===== src/sv/esgl_pkg.sv =====
// Package for the elevation smoother: controller states, result kind codes,
// register and accumulator widths. No dependencies.
package esgl_pkg;

	localparam int ACC_W = 40;
	localparam int MP_W = 5;
	localparam logic [MP_W-1:0] MP_RESET = 5'd9;

	localparam logic KIND_SAMPLE = 1'b0;
	localparam logic KIND_SUMMARY = 1'b1;

	typedef enum logic [3:0] {
		ST_IDLE,
		ST_UPD,
		ST_FL_STEP,
		ST_FL_SUB,
		ST_DIV,
		ST_EMIT,
		ST_ECHO_RD,
		ST_ECHO,
		ST_SUMM
	} esgl_state_t;

endpackage


===== src/sv/esgl_ring.sv =====
// Sample ring memory: one write port, one read port with registered read data.
// No dependencies.
module esgl_ring #(
	parameter int DEPTH = 21,
	parameter int DW = 20,
	localparam int AW = $clog2(DEPTH)
) (
	input  logic          clk,
	input  logic          we,
	input  logic [AW-1:0] waddr,
	input  logic [DW-1:0] wdata,
	input  logic          re,
	input  logic [AW-1:0] raddr,
	output logic [DW-1:0] rdata
);

	logic [DW-1:0] mem [DEPTH];
	logic [DW-1:0] rdata_q;

	always_ff @(posedge clk) begin
		if (we) begin
			mem[waddr] <= wdata;
		end
	end

	always_ff @(posedge clk) begin
		if (re) begin
			rdata_q <= mem[raddr];
		end
	end

	assign rdata = rdata_q;

endmodule


===== src/sv/esgl_div.sv =====
// Shift-subtract divider, one quotient bit per cycle, signed dividend,
// unsigned nonzero divisor, quotient truncated toward zero. No dependencies.
module esgl_div #(
	parameter int NW = 25,
	parameter int DW = 5,
	parameter int QW = 20
) (
	input  logic                 clk,
	input  logic                 arst_n,
	input  logic                 start,
	input  logic signed [NW-1:0] num,
	input  logic [DW-1:0]        den,
	output logic                 done,
	output logic signed [QW-1:0] quot
);

	localparam int SW = $clog2(NW + 1);

	logic [NW-1:0] a_q;
	logic [DW-1:0] rem_q;
	logic [DW-1:0] den_q;
	logic          neg_q;
	logic          run_q;
	logic          done_q;
	logic [SW-1:0] step_q;

	logic [NW-1:0] num_mag;
	logic [DW:0]   rem_sh;
	logic [DW:0]   rem_dif;
	logic          ge;
	logic [QW-1:0] mag;

	always_comb begin
		num_mag = num[NW-1] ? -num : num;
		rem_sh = {rem_q, a_q[NW-1]};
		rem_dif = rem_sh - {1'b0, den_q};
		ge = (rem_sh >= {1'b0, den_q});
		mag = a_q[QW-1:0];
	end

	always_ff @(posedge clk or negedge arst_n) begin
		if (!arst_n) begin
			run_q <= 1'b0;
			done_q <= 1'b0;
			step_q <= '0;
		end else begin
			done_q <= 1'b0;
			if (start) begin
				run_q <= 1'b1;
				step_q <= SW'(NW);
			end else if (run_q) begin
				step_q <= step_q - SW'(1);
				if (step_q == SW'(1)) begin
					run_q <= 1'b0;
					done_q <= 1'b1;
				end
			end
		end
	end

	always_ff @(posedge clk) begin
		if (start) begin
			a_q <= num_mag;
			rem_q <= '0;
			den_q <= den;
			neg_q <= num[NW-1];
		end else if (run_q) begin
			rem_q <= ge ? rem_dif[DW-1:0] : rem_sh[DW-1:0];
			a_q <= {a_q[NW-2:0], ge};
		end
	end

	assign done = done_q;
	assign quot = neg_q ? -mag : mag;

endmodule


===== src/sv/esgl_stats.sv =====
// Track statistics: saturating ascent and descent sums, highest and lowest
// smoothed value. Uses esgl_pkg for the accumulator width.
module esgl_stats #(
	parameter int SB = 20
) (
	input  logic                            clk,
	input  logic                            arst_n,
	input  logic                            rec,
	input  logic                            clr,
	input  logic signed [SB-1:0]            v,
	output logic [esgl_pkg::ACC_W-1:0]      ascent,
	output logic [esgl_pkg::ACC_W-1:0]      descent,
	output logic signed [SB-1:0]            highest,
	output logic signed [SB-1:0]            lowest
);

	localparam int AW = esgl_pkg::ACC_W;

	logic [AW-1:0]        asc_q;
	logic [AW-1:0]        dsc_q;
	logic signed [SB-1:0] hi_q;
	logic signed [SB-1:0] lo_q;
	logic signed [SB-1:0] prev_q;
	logic                 has_prev_q;

	logic signed [SB:0] diff;
	logic               pos;
	logic [SB:0]        mag;
	logic [AW:0]        asc_sum;
	logic [AW:0]        dsc_sum;

	always_comb begin
		diff = (SB + 1)'(v) - (SB + 1)'(prev_q);
		pos = (diff > 0);
		mag = pos ? diff : -diff;
		asc_sum = {1'b0, asc_q} + (AW + 1)'(mag);
		dsc_sum = {1'b0, dsc_q} + (AW + 1)'(mag);
	end

	always_ff @(posedge clk or negedge arst_n) begin
		if (!arst_n) begin
			asc_q <= '0;
			dsc_q <= '0;
			hi_q <= '0;
			lo_q <= '0;
			prev_q <= '0;
			has_prev_q <= 1'b0;
		end else if (clr) begin
			asc_q <= '0;
			dsc_q <= '0;
			hi_q <= '0;
			lo_q <= '0;
			prev_q <= '0;
			has_prev_q <= 1'b0;
		end else if (rec) begin
			prev_q <= v;
			if (has_prev_q) begin
				if (pos) begin
					asc_q <= asc_sum[AW] ? '1 : asc_sum[AW-1:0];
				end else begin
					dsc_q <= dsc_sum[AW] ? '1 : dsc_sum[AW-1:0];
				end
				if (v > hi_q) begin
					hi_q <= v;
				end
				if (v < lo_q) begin
					lo_q <= v;
				end
			end else begin
				hi_q <= v;
				lo_q <= v;
				has_prev_q <= 1'b1;
			end
		end
	end

	assign ascent = asc_q;
	assign descent = dsc_q;
	assign highest = hi_q;
	assign lowest = lo_q;

endmodule


===== src/sv/elevation_smooth_gain_loss_top.sv =====
// Elevation smoother top level: controller, window sum and output register.
// Uses esgl_pkg, esgl_ring, esgl_div and esgl_stats.
//
// Input channel (in_valid/in_ready) takes one elevation sample per transaction,
// last_sample set on the final sample of a track. Output channel
// (out_valid/out_ready) gives smoothed samples, HALF_WINDOW samples late, and
// after the last one a summary transaction (kind set, end_of_run set) with
// ascent, descent, highest and lowest. Tracks shorter than both min_points and
// HALF_WINDOW + 1 samples are echoed raw with too_short set. cfg_we writes
// min_points from cfg_data. One item is worked at a time. A sample that
// yields a mean waits for the divider, which retires one quotient bit per
// cycle. The end of a track adds one divide per flushed sample, or one ring
// read per raw echo, plus one summary. The output register holds one result;
// a new sample is accepted while it waits, and the controller stalls only
// when it must load a result into a full register. Reset clears all track
// state and sets min_points to 9.
module elevation_smooth_gain_loss_top #(
	parameter int HALF_WINDOW = 10,
	parameter int SAMPLE_BITS = 20
) (
	input  logic                              clk,
	input  logic                              arst_n,
	input  logic                              cfg_we,
	input  logic [esgl_pkg::MP_W-1:0]         cfg_data,
	input  logic                              in_valid,
	output logic                              in_ready,
	input  logic signed [SAMPLE_BITS-1:0]     elevation,
	input  logic                              last_sample,
	output logic                              out_valid,
	input  logic                              out_ready,
	output logic                              kind,
	output logic                              too_short,
	output logic signed [SAMPLE_BITS-1:0]     sample_value,
	output logic [esgl_pkg::ACC_W-1:0]        total_ascent,
	output logic [esgl_pkg::ACC_W-1:0]        total_descent,
	output logic signed [SAMPLE_BITS-1:0]     highest,
	output logic signed [SAMPLE_BITS-1:0]     lowest,
	output logic                              end_of_run
);

	localparam int SB = SAMPLE_BITS;
	localparam int WIN = 2 * HALF_WINDOW + 1;
	localparam int AW = $clog2(WIN);
	localparam int CW = $clog2(WIN + 1);
	localparam int SUM_W = SB + CW;
	localparam int BW = $clog2(HALF_WINDOW + 1);
	localparam int MW = (CW > esgl_pkg::MP_W) ? CW : esgl_pkg::MP_W;
	localparam int PW = CW + 1;
	localparam int ACC_W = esgl_pkg::ACC_W;

	esgl_pkg::esgl_state_t state_q, state_d;

	logic [esgl_pkg::MP_W-1:0] min_points_q;
	logic signed [SB-1:0]      elev_q;
	logic                      last_q;
	logic                      short_q;
	logic                      flush_q;
	logic [AW-1:0]             wr_pos_q;
	logic [CW-1:0]             seen_q;
	logic [CW-1:0]             cnt_q;
	logic [AW-1:0]             rd_q;
	logic [BW-1:0]             b_q;
	logic signed [SUM_W-1:0]   sum_q;

	logic                      out_valid_q;
	logic                      kind_q;
	logic                      too_short_q;
	logic signed [SB-1:0]      sample_value_q;
	logic [ACC_W-1:0]          total_ascent_q;
	logic [ACC_W-1:0]          total_descent_q;
	logic signed [SB-1:0]      highest_q;
	logic signed [SB-1:0]      lowest_q;
	logic                      end_of_run_q;

	logic [SB-1:0]             ring_rdata;
	logic                      ring_re;
	logic                      ring_we;
	logic [AW-1:0]             ring_raddr;

	logic                      div_start;
	logic signed [SUM_W-1:0]   div_num;
	logic [CW-1:0]             div_den;
	logic                      div_done;
	logic signed [SB-1:0]      div_quot;

	logic                      stats_rec;
	logic                      stats_clr;
	logic [ACC_W-1:0]          st_ascent;
	logic [ACC_W-1:0]          st_descent;
	logic signed [SB-1:0]      st_high;
	logic signed [SB-1:0]      st_low;

	logic                      load_smp;
	logic                      load_echo;
	logic                      load_sum;

	logic                      seen_sat;
	logic [CW-1:0]             seen_new;
	logic [AW-1:0]             wr_next;
	logic [AW-1:0]             rd_next;
	logic signed [SUM_W-1:0]   sum_new;
	logic                      short_new;
	logic                      main_new;
	logic [PW-1:0]             old_raw;
	logic [PW-1:0]             old_pos;
	logic [BW-1:0]             bmax;
	logic                      need_sub;
	logic                      slot_free;

	always_comb begin
		seen_sat = (seen_q == CW'(WIN));
		seen_new = seen_sat ? seen_q : seen_q + CW'(1);
		wr_next = (wr_pos_q == AW'(WIN - 1)) ? '0 : wr_pos_q + AW'(1);
		rd_next = (rd_q == AW'(WIN - 1)) ? '0 : rd_q + AW'(1);
		sum_new = sum_q - (seen_sat ? SUM_W'($signed(ring_rdata)) : '0) + SUM_W'(elev_q);
		short_new = last_q && (MW'(seen_new) < MW'(min_points_q))
			&& (seen_new < CW'(HALF_WINDOW + 1));
		main_new = !short_new && (seen_new >= CW'(HALF_WINDOW + 1));
		old_raw = PW'(wr_next) + PW'(WIN) - PW'(seen_new);
		old_pos = (old_raw >= PW'(WIN)) ? old_raw - PW'(WIN) : old_raw;
		bmax = (seen_new < CW'(HALF_WINDOW)) ? BW'(seen_new) : BW'(HALF_WINDOW);
		need_sub = (cnt_q > (CW'(b_q) + CW'(HALF_WINDOW)));
		slot_free = !out_valid_q || out_ready;
	end

	always_comb begin
		state_d = state_q;
		case (state_q)
			esgl_pkg::ST_IDLE: begin
				if (in_valid) begin
					state_d = esgl_pkg::ST_UPD;
				end
			end
			esgl_pkg::ST_UPD: begin
				if (main_new) begin
					state_d = esgl_pkg::ST_DIV;
				end else if (last_q) begin
					state_d = short_new ? esgl_pkg::ST_ECHO_RD : esgl_pkg::ST_FL_STEP;
				end else begin
					state_d = esgl_pkg::ST_IDLE;
				end
			end
			esgl_pkg::ST_FL_STEP: begin
				state_d = need_sub ? esgl_pkg::ST_FL_SUB : esgl_pkg::ST_DIV;
			end
			esgl_pkg::ST_FL_SUB: begin
				state_d = esgl_pkg::ST_FL_STEP;
			end
			esgl_pkg::ST_DIV: begin
				if (div_done) begin
					state_d = esgl_pkg::ST_EMIT;
				end
			end
			esgl_pkg::ST_EMIT: begin
				if (slot_free) begin
					if (flush_q) begin
						state_d = (b_q == BW'(1)) ? esgl_pkg::ST_SUMM : esgl_pkg::ST_FL_STEP;
					end else begin
						state_d = last_q ? esgl_pkg::ST_FL_STEP : esgl_pkg::ST_IDLE;
					end
				end
			end
			esgl_pkg::ST_ECHO_RD: begin
				state_d = esgl_pkg::ST_ECHO;
			end
			esgl_pkg::ST_ECHO: begin
				if (slot_free) begin
					state_d = (cnt_q == CW'(1)) ? esgl_pkg::ST_SUMM : esgl_pkg::ST_ECHO_RD;
				end
			end
			esgl_pkg::ST_SUMM: begin
				if (slot_free) begin
					state_d = esgl_pkg::ST_IDLE;
				end
			end
			default: begin
				state_d = esgl_pkg::ST_IDLE;
			end
		endcase
	end

	always_comb begin
		in_ready = 1'b0;
		ring_re = 1'b0;
		ring_we = 1'b0;
		ring_raddr = rd_q;
		div_start = 1'b0;
		div_num = sum_q;
		div_den = cnt_q;
		stats_rec = 1'b0;
		stats_clr = 1'b0;
		load_smp = 1'b0;
		load_echo = 1'b0;
		load_sum = 1'b0;
		case (state_q)
			esgl_pkg::ST_IDLE: begin
				in_ready = 1'b1;
				ring_re = in_valid;
				ring_raddr = wr_pos_q;
			end
			esgl_pkg::ST_UPD: begin
				ring_we = 1'b1;
				div_start = main_new;
				div_num = sum_new;
				div_den = seen_new;
			end
			esgl_pkg::ST_FL_STEP: begin
				ring_re = need_sub;
				div_start = !need_sub;
			end
			esgl_pkg::ST_EMIT: begin
				stats_rec = slot_free;
				load_smp = slot_free;
			end
			esgl_pkg::ST_ECHO_RD: begin
				ring_re = 1'b1;
			end
			esgl_pkg::ST_ECHO: begin
				load_echo = slot_free;
			end
			esgl_pkg::ST_SUMM: begin
				stats_clr = slot_free;
				load_sum = slot_free;
			end
			default: begin
			end
		endcase
	end

	always_ff @(posedge clk or negedge arst_n) begin
		if (!arst_n) begin
			state_q <= esgl_pkg::ST_IDLE;
			min_points_q <= esgl_pkg::MP_RESET;
			short_q <= 1'b0;
			flush_q <= 1'b0;
			wr_pos_q <= '0;
			seen_q <= '0;
			cnt_q <= '0;
			rd_q <= '0;
			b_q <= '0;
			sum_q <= '0;
			out_valid_q <= 1'b0;
		end else begin
			state_q <= state_d;
			if (cfg_we) begin
				min_points_q <= cfg_data;
			end
			if (load_smp || load_echo || load_sum) begin
				out_valid_q <= 1'b1;
			end else if (out_ready) begin
				out_valid_q <= 1'b0;
			end
			case (state_q)
				esgl_pkg::ST_UPD: begin
					wr_pos_q <= wr_next;
					seen_q <= seen_new;
					sum_q <= sum_new;
					cnt_q <= seen_new;
					rd_q <= old_pos[AW-1:0];
					b_q <= bmax;
					short_q <= short_new;
					flush_q <= !main_new;
				end
				esgl_pkg::ST_FL_SUB: begin
					sum_q <= sum_q - SUM_W'($signed(ring_rdata));
					cnt_q <= cnt_q - CW'(1);
					rd_q <= rd_next;
				end
				esgl_pkg::ST_EMIT: begin
					if (slot_free) begin
						flush_q <= 1'b1;
						if (flush_q) begin
							b_q <= b_q - BW'(1);
						end
					end
				end
				esgl_pkg::ST_ECHO: begin
					if (slot_free) begin
						rd_q <= rd_next;
						cnt_q <= cnt_q - CW'(1);
					end
				end
				esgl_pkg::ST_SUMM: begin
					if (slot_free) begin
						wr_pos_q <= '0;
						seen_q <= '0;
						sum_q <= '0;
					end
				end
				default: begin
				end
			endcase
		end
	end

	always_ff @(posedge clk) begin
		if (in_valid && in_ready) begin
			elev_q <= elevation;
			last_q <= last_sample;
		end
		if (load_smp || load_echo) begin
			kind_q <= esgl_pkg::KIND_SAMPLE;
			too_short_q <= load_echo;
			sample_value_q <= load_echo ? $signed(ring_rdata) : div_quot;
			total_ascent_q <= '0;
			total_descent_q <= '0;
			highest_q <= '0;
			lowest_q <= '0;
			end_of_run_q <= 1'b0;
		end else if (load_sum) begin
			kind_q <= esgl_pkg::KIND_SUMMARY;
			too_short_q <= short_q;
			sample_value_q <= '0;
			total_ascent_q <= short_q ? '0 : st_ascent;
			total_descent_q <= short_q ? '0 : st_descent;
			highest_q <= short_q ? '0 : st_high;
			lowest_q <= short_q ? '0 : st_low;
			end_of_run_q <= 1'b1;
		end
	end

	esgl_ring #(
		.DEPTH(WIN),
		.DW(SB)
	) u_ring (
		.clk(clk),
		.we(ring_we),
		.waddr(wr_pos_q),
		.wdata(elev_q),
		.re(ring_re),
		.raddr(ring_raddr),
		.rdata(ring_rdata)
	);

	esgl_div #(
		.NW(SUM_W),
		.DW(CW),
		.QW(SB)
	) u_div (
		.clk(clk),
		.arst_n(arst_n),
		.start(div_start),
		.num(div_num),
		.den(div_den),
		.done(div_done),
		.quot(div_quot)
	);

	esgl_stats #(
		.SB(SB)
	) u_stats (
		.clk(clk),
		.arst_n(arst_n),
		.rec(stats_rec),
		.clr(stats_clr),
		.v(div_quot),
		.ascent(st_ascent),
		.descent(st_descent),
		.highest(st_high),
		.lowest(st_low)
	);

	assign out_valid = out_valid_q;
	assign kind = kind_q;
	assign too_short = too_short_q;
	assign sample_value = sample_value_q;
	assign total_ascent = total_ascent_q;
	assign total_descent = total_descent_q;
	assign highest = highest_q;
	assign lowest = lowest_q;
	assign end_of_run = end_of_run_q;

endmodule


===== config.mk =====
export PLATFORM = sky130hd
export DESIGN_NAME = elevation_smooth_gain_loss_top
export DESIGN_NICKNAME = d
export VERILOG_FILES = /design/src/sv/esgl_pkg.sv /design/src/sv/esgl_ring.sv /design/src/sv/esgl_div.sv /design/src/sv/esgl_stats.sv /design/src/sv/elevation_smooth_gain_loss_top.sv
export SDC_FILE = /design/constraint.sdc
export NUM_CORES = 2
export LEC_CHECK = 0
export ABC_CLOCK_PERIOD_IN_PS = 7350
export BUFFER_PORTS_ARGS = -buffer_cell sky130_fd_sc_hd__buf_2
export CORE_ASPECT_RATIO = 1.1
export CORE_UTILIZATION = 40
export CTS_CLUSTER_DIAMETER = 50
export DETAILED_ROUTE_END_ITERATION = 10
export RECOVER_POWER = 100
export SLEW_MARGIN = 20
export SYNTH_ARGS = -nofsm -noshare
export SYNTH_HDL_FRONTEND = slang
export SYNTH_HIERARCHICAL = 1
export SYNTH_SLANG_ARGS = --single-unit
export TNS_END_PERCENT = 20

===== constraint.sdc =====
create_clock -name clk -period 7.35 [get_ports clk]
set_input_delay 1.47 -clock clk [delete_from_list [all_inputs] [get_ports clk]]
set_output_delay 1.47 -clock clk [all_outputs]
set_load 0.05 [all_outputs]

==> impl_results.md <==
- Sequential element share of the synthesized area: 0.518
- Fin. max-slew vios: between 700 and 800
- HPWL after detailed placement: about 83 mm
- Number of enable flip-flop cells after synthesis: 513
- Standard-cell rows: about 130
- Port bufs: about 180
- Flip-flop cell with the highest count after synthesis: sky130_fd_sc_hd__edfxtp_1
- Via count: roughly 33,000
- Maximum number of pins on one net before global-route repair: a little under 200
- Number of antenna violations at the first check in global routing: 2
- Min-Delay Path Class: flop to flop
- Clock latency reported for the late side of the worst-skew pair: 0.73 ns
- Clock tree from TritonCTS: done
- Gate Count Post-Synth: 4,137
- Placeable core region: 111,000 sq um
- Cell type with the largest total area after synthesis: sky130_fd_sc_hd__edfxtp_1
- Avg Synthesized Cell Area: between 10 and 15 sq um
- Worst hold slack across all endpoints: 0.475 ns
- All-Layer GR Usage: 0.214
- Delay of the slowest cell on the worst path: approximately 0.47 ns
- DRC violations left: 0
- Cell types occupying the most area after synthesis: sky130_fd_sc_hd__edfxtp_1 (34%), sky130_fd_sc_hd__dfrtp_1 (12%), sky130_fd_sc_hd__dfxtp_1 (5.6%)
- Remaining Overflow, GRT: 0
- Max-cap violations: 24
- Die ar.: ~110,000 sq um
- # setup viols final: 0
- Synthesized net count: about 4,400
- Met2 Usage GRT: 0.365
- Final period demand of the worst path: slightly below 7 ns
- Met1 usage: 0.280
- Worst-margin pin slew: 3.78 ns
- Unrepaired setup endpoints after global routing: true
- Worst setup EP type: flop
- Largest buffer count on any clock path: 3
- Crit path setup slack, layout: 0.453 ns
- I/O pin cnt: 176
- Remaining antenna violation count: 0
- Routability-driven placement congestion ratio: 0.899
- F_max: 145 MHz
- Die Y-Extent: between 300 and 400 um
- Proportion of layout cells with a drive suffix above 1: 0.0887
- Per-cell via count in the routed design: approximately 5.5
- Yosys Warn Count: 6
- Slowest cell on the critical path: sky130_fd_sc_hd__fa_1
- Post-layout nets: 4,566
- Clock root buffer: sky130_fd_sc_hd__clkbuf_16
- Violations in the final reports: max-capacitance violations, max-slew violations
- Cts bufs inserted: 103
- Global routing met3 resource utilization: 0.0299
- Most Crowded Layer GR: met2
- Number of global-route vias before repair: around 31,000
- Final Routed Wirelength: ~120 mm
- Setup slack after placement: 0.148 ns
- Crit path kind: flop to flop
- Worst Setup Start Kind: flop
- Fraction of registers with async set or reset after synthesis: 0.246
- Effective utilization at floorplan: 0.404
- #FFs+latches synth: about 850
- Clock sink total: 848
- Remaining max-slew budget at the tightest pin: -1.52
- Clock-pin transition on the worst setup and hold timing paths: about 0.060 ns
- Outcome: finished, violations left
- Total inserted antenna cells: 0
- Post-detailed-route wirelength per cell: 20.9 um
- Clk_skew: just over 0.06 ns
- Data arrival time of the worst path: ~7.5 ns
- Hold violation count in the final report: 0
- Wire length of the first global-routing pass: 187 mm
- Share of the clock period used by the worst path after layout: 0.938
- Fraction of synthesized cell area taken by the top area cell type: 0.345
- Length of the first detailed-routing pass in iterations: 7
- Width of the die: 321 um
- Unique cell type count in the Yosys netlist: ~110
- Area Overhead vs Synth: 13.2%
- Cell area after synthesis: about 45,000 sq um
- Critical path required time: roughly 7.9 ns
- Largest fanout on the critical path: 11
- DRC marker count from the first detailed-route iteration: approximately 2,800
- Number of H-tree branching levels: 3
## placed cells by master, fill, tap and decap left out, drive strengths merged, types with 25 or more instances in the layout
master and count:
a31oi 40, nand3 99, a21oi 296, and3 157, nand4 45, ha 196, edfxtp 513, buf 87
mux2i 206, o21ai 198, fa 30, a21o 63, nor3 49, a311oi 66, nor2 408, dfrtp 207
a22o 29, mux2 28, inv 273, nand2 265, o211ai 25, xnor2 74, or3 27, o21a 29
nand2b 32, a211oi 31, xor2 69, clkinv 37, dfxtp 126, clkbuf 319, a22oi 66, nor2b 35
## routing by layer
metal  share of wire  routed length, um
met2            0.49              60400
met1            0.43              53100
met4           0.028               3390
met5         0.00011                 13
met3           0.050               6090
## cell usage after synthesis (99+ instances only)
cell / number
sky130_fd_sc_hd__nand3_1: 99
sky130_fd_sc_hd__dfrtp_1: 207
sky130_fd_sc_hd__and3_1: 157
sky130_fd_sc_hd__o21ai_0: 196
sky130_fd_sc_hd__edfxtp_1: 513
sky130_fd_sc_hd__a21oi_1: 293
sky130_fd_sc_hd__inv_1: 252
sky130_fd_sc_hd__nor2_1: 408
sky130_fd_sc_hd__mux2i_1: 206
sky130_fd_sc_hd__clkbuf_1: 160
sky130_fd_sc_hd__dfxtp_1: 126
sky130_fd_sc_hd__ha_1: 196
sky130_fd_sc_hd__nand2_1: 265
## path summary, 6_finish.rpt
path	from	end	slack (ns)	cells past startpoint
setup / recovery	u_div/a_q[5]	u_stats/ascent[29]	0.45	27
hold / removal	u_div/rem_q[4]	u_div/rem_q[4]	0.48	2
setup reg to reg	u_div/a_q[5]	u_stats/ascent[29]	0.45	27
hold reg to reg	u_div/rem_q[4]	u_div/rem_q[4]	0.48	2
max in group asynchronous	arst_n	sum_q[22]	1.34	2
min in group asynchronous	arst_n	min_points_q[2]	2.04	1
## final cells by class
class | count | area [sq um]
Fill cell | 10379 | 60100
Sequential cell | 848 | 23200
Multi-Input combinational cell | 2819 | 19700
Clock buffer | 121 | 2680
Tap cell | 1495 | 1870
Timing Repair Buffer | 285 | 1380
Inverter | 252 | 951
Clock inverter | 71 | 820
## registers in the layout, indices dropped and copies added (netlist names), 25 cells and up
signal / count
total_descent: 40
u_stats/descent: 40
sum_q: 25
u_div/a_q: 25
u_stats/ascent: 40
u_ring/mem: 420
total_ascent: 40
## through the flow
stage | utilization | std cells | TNS (ns) | area (sq um)
floorplan | - | 4137 | 0 | 44700
global placement | 0.428 | 5692 | 0 | 47400
detailed placement | 0.428 | 5692 | 0 | 47400
CTS | 0.460 | 5884 | 0 | 50900
global route | 0.457 | 5891 | -0.0722 | 50600
finish | 0.457 | 5891 | 0 | 50600
## worst max-delay path, delay by kind of cell (launching register included)
kind,cells,cell delay [ns]
AO/OA/AOI/OAI,14,3.21
XOR/XNOR,1,0.14
adder cells (fa/ha/maj),2,0.90
buffers and inverters,3,0.60
flip-flops,1,0.42
AND/OR/NAND/NOR,7,1.50
## cell families (layout without fill, tap and decap cells)
group / count (synthesis) / count (layout) / synth area share
buffers and inverters: 471 / 729 / 0.0432
flip-flops: 848 / 848 / 0.518
XOR/XNOR: 143 / 143 / 0.0282
adder cells (fa/ha/maj): 226 / 226 / 0.0683
multiplexers: 254 / 254 / 0.0635
AND/OR/NAND/NOR: 1219 / 1220 / 0.134
AO/OA/AOI/OAI: 976 / 976 / 0.144
## what timing repair did
action / 4_1_cts / 5_1_grt
hold endpoints to repair: 0 / 0
setup buffers: 0 / 5
gates resized for setup: 0 / 17
hold buffers: 0 / 0
endpoints found under the setup margin: 0 / 80
Power is left out: the tool's default activity adds up to more than one toggle a clock period on the data nets, which glitch-free logic cannot reach.
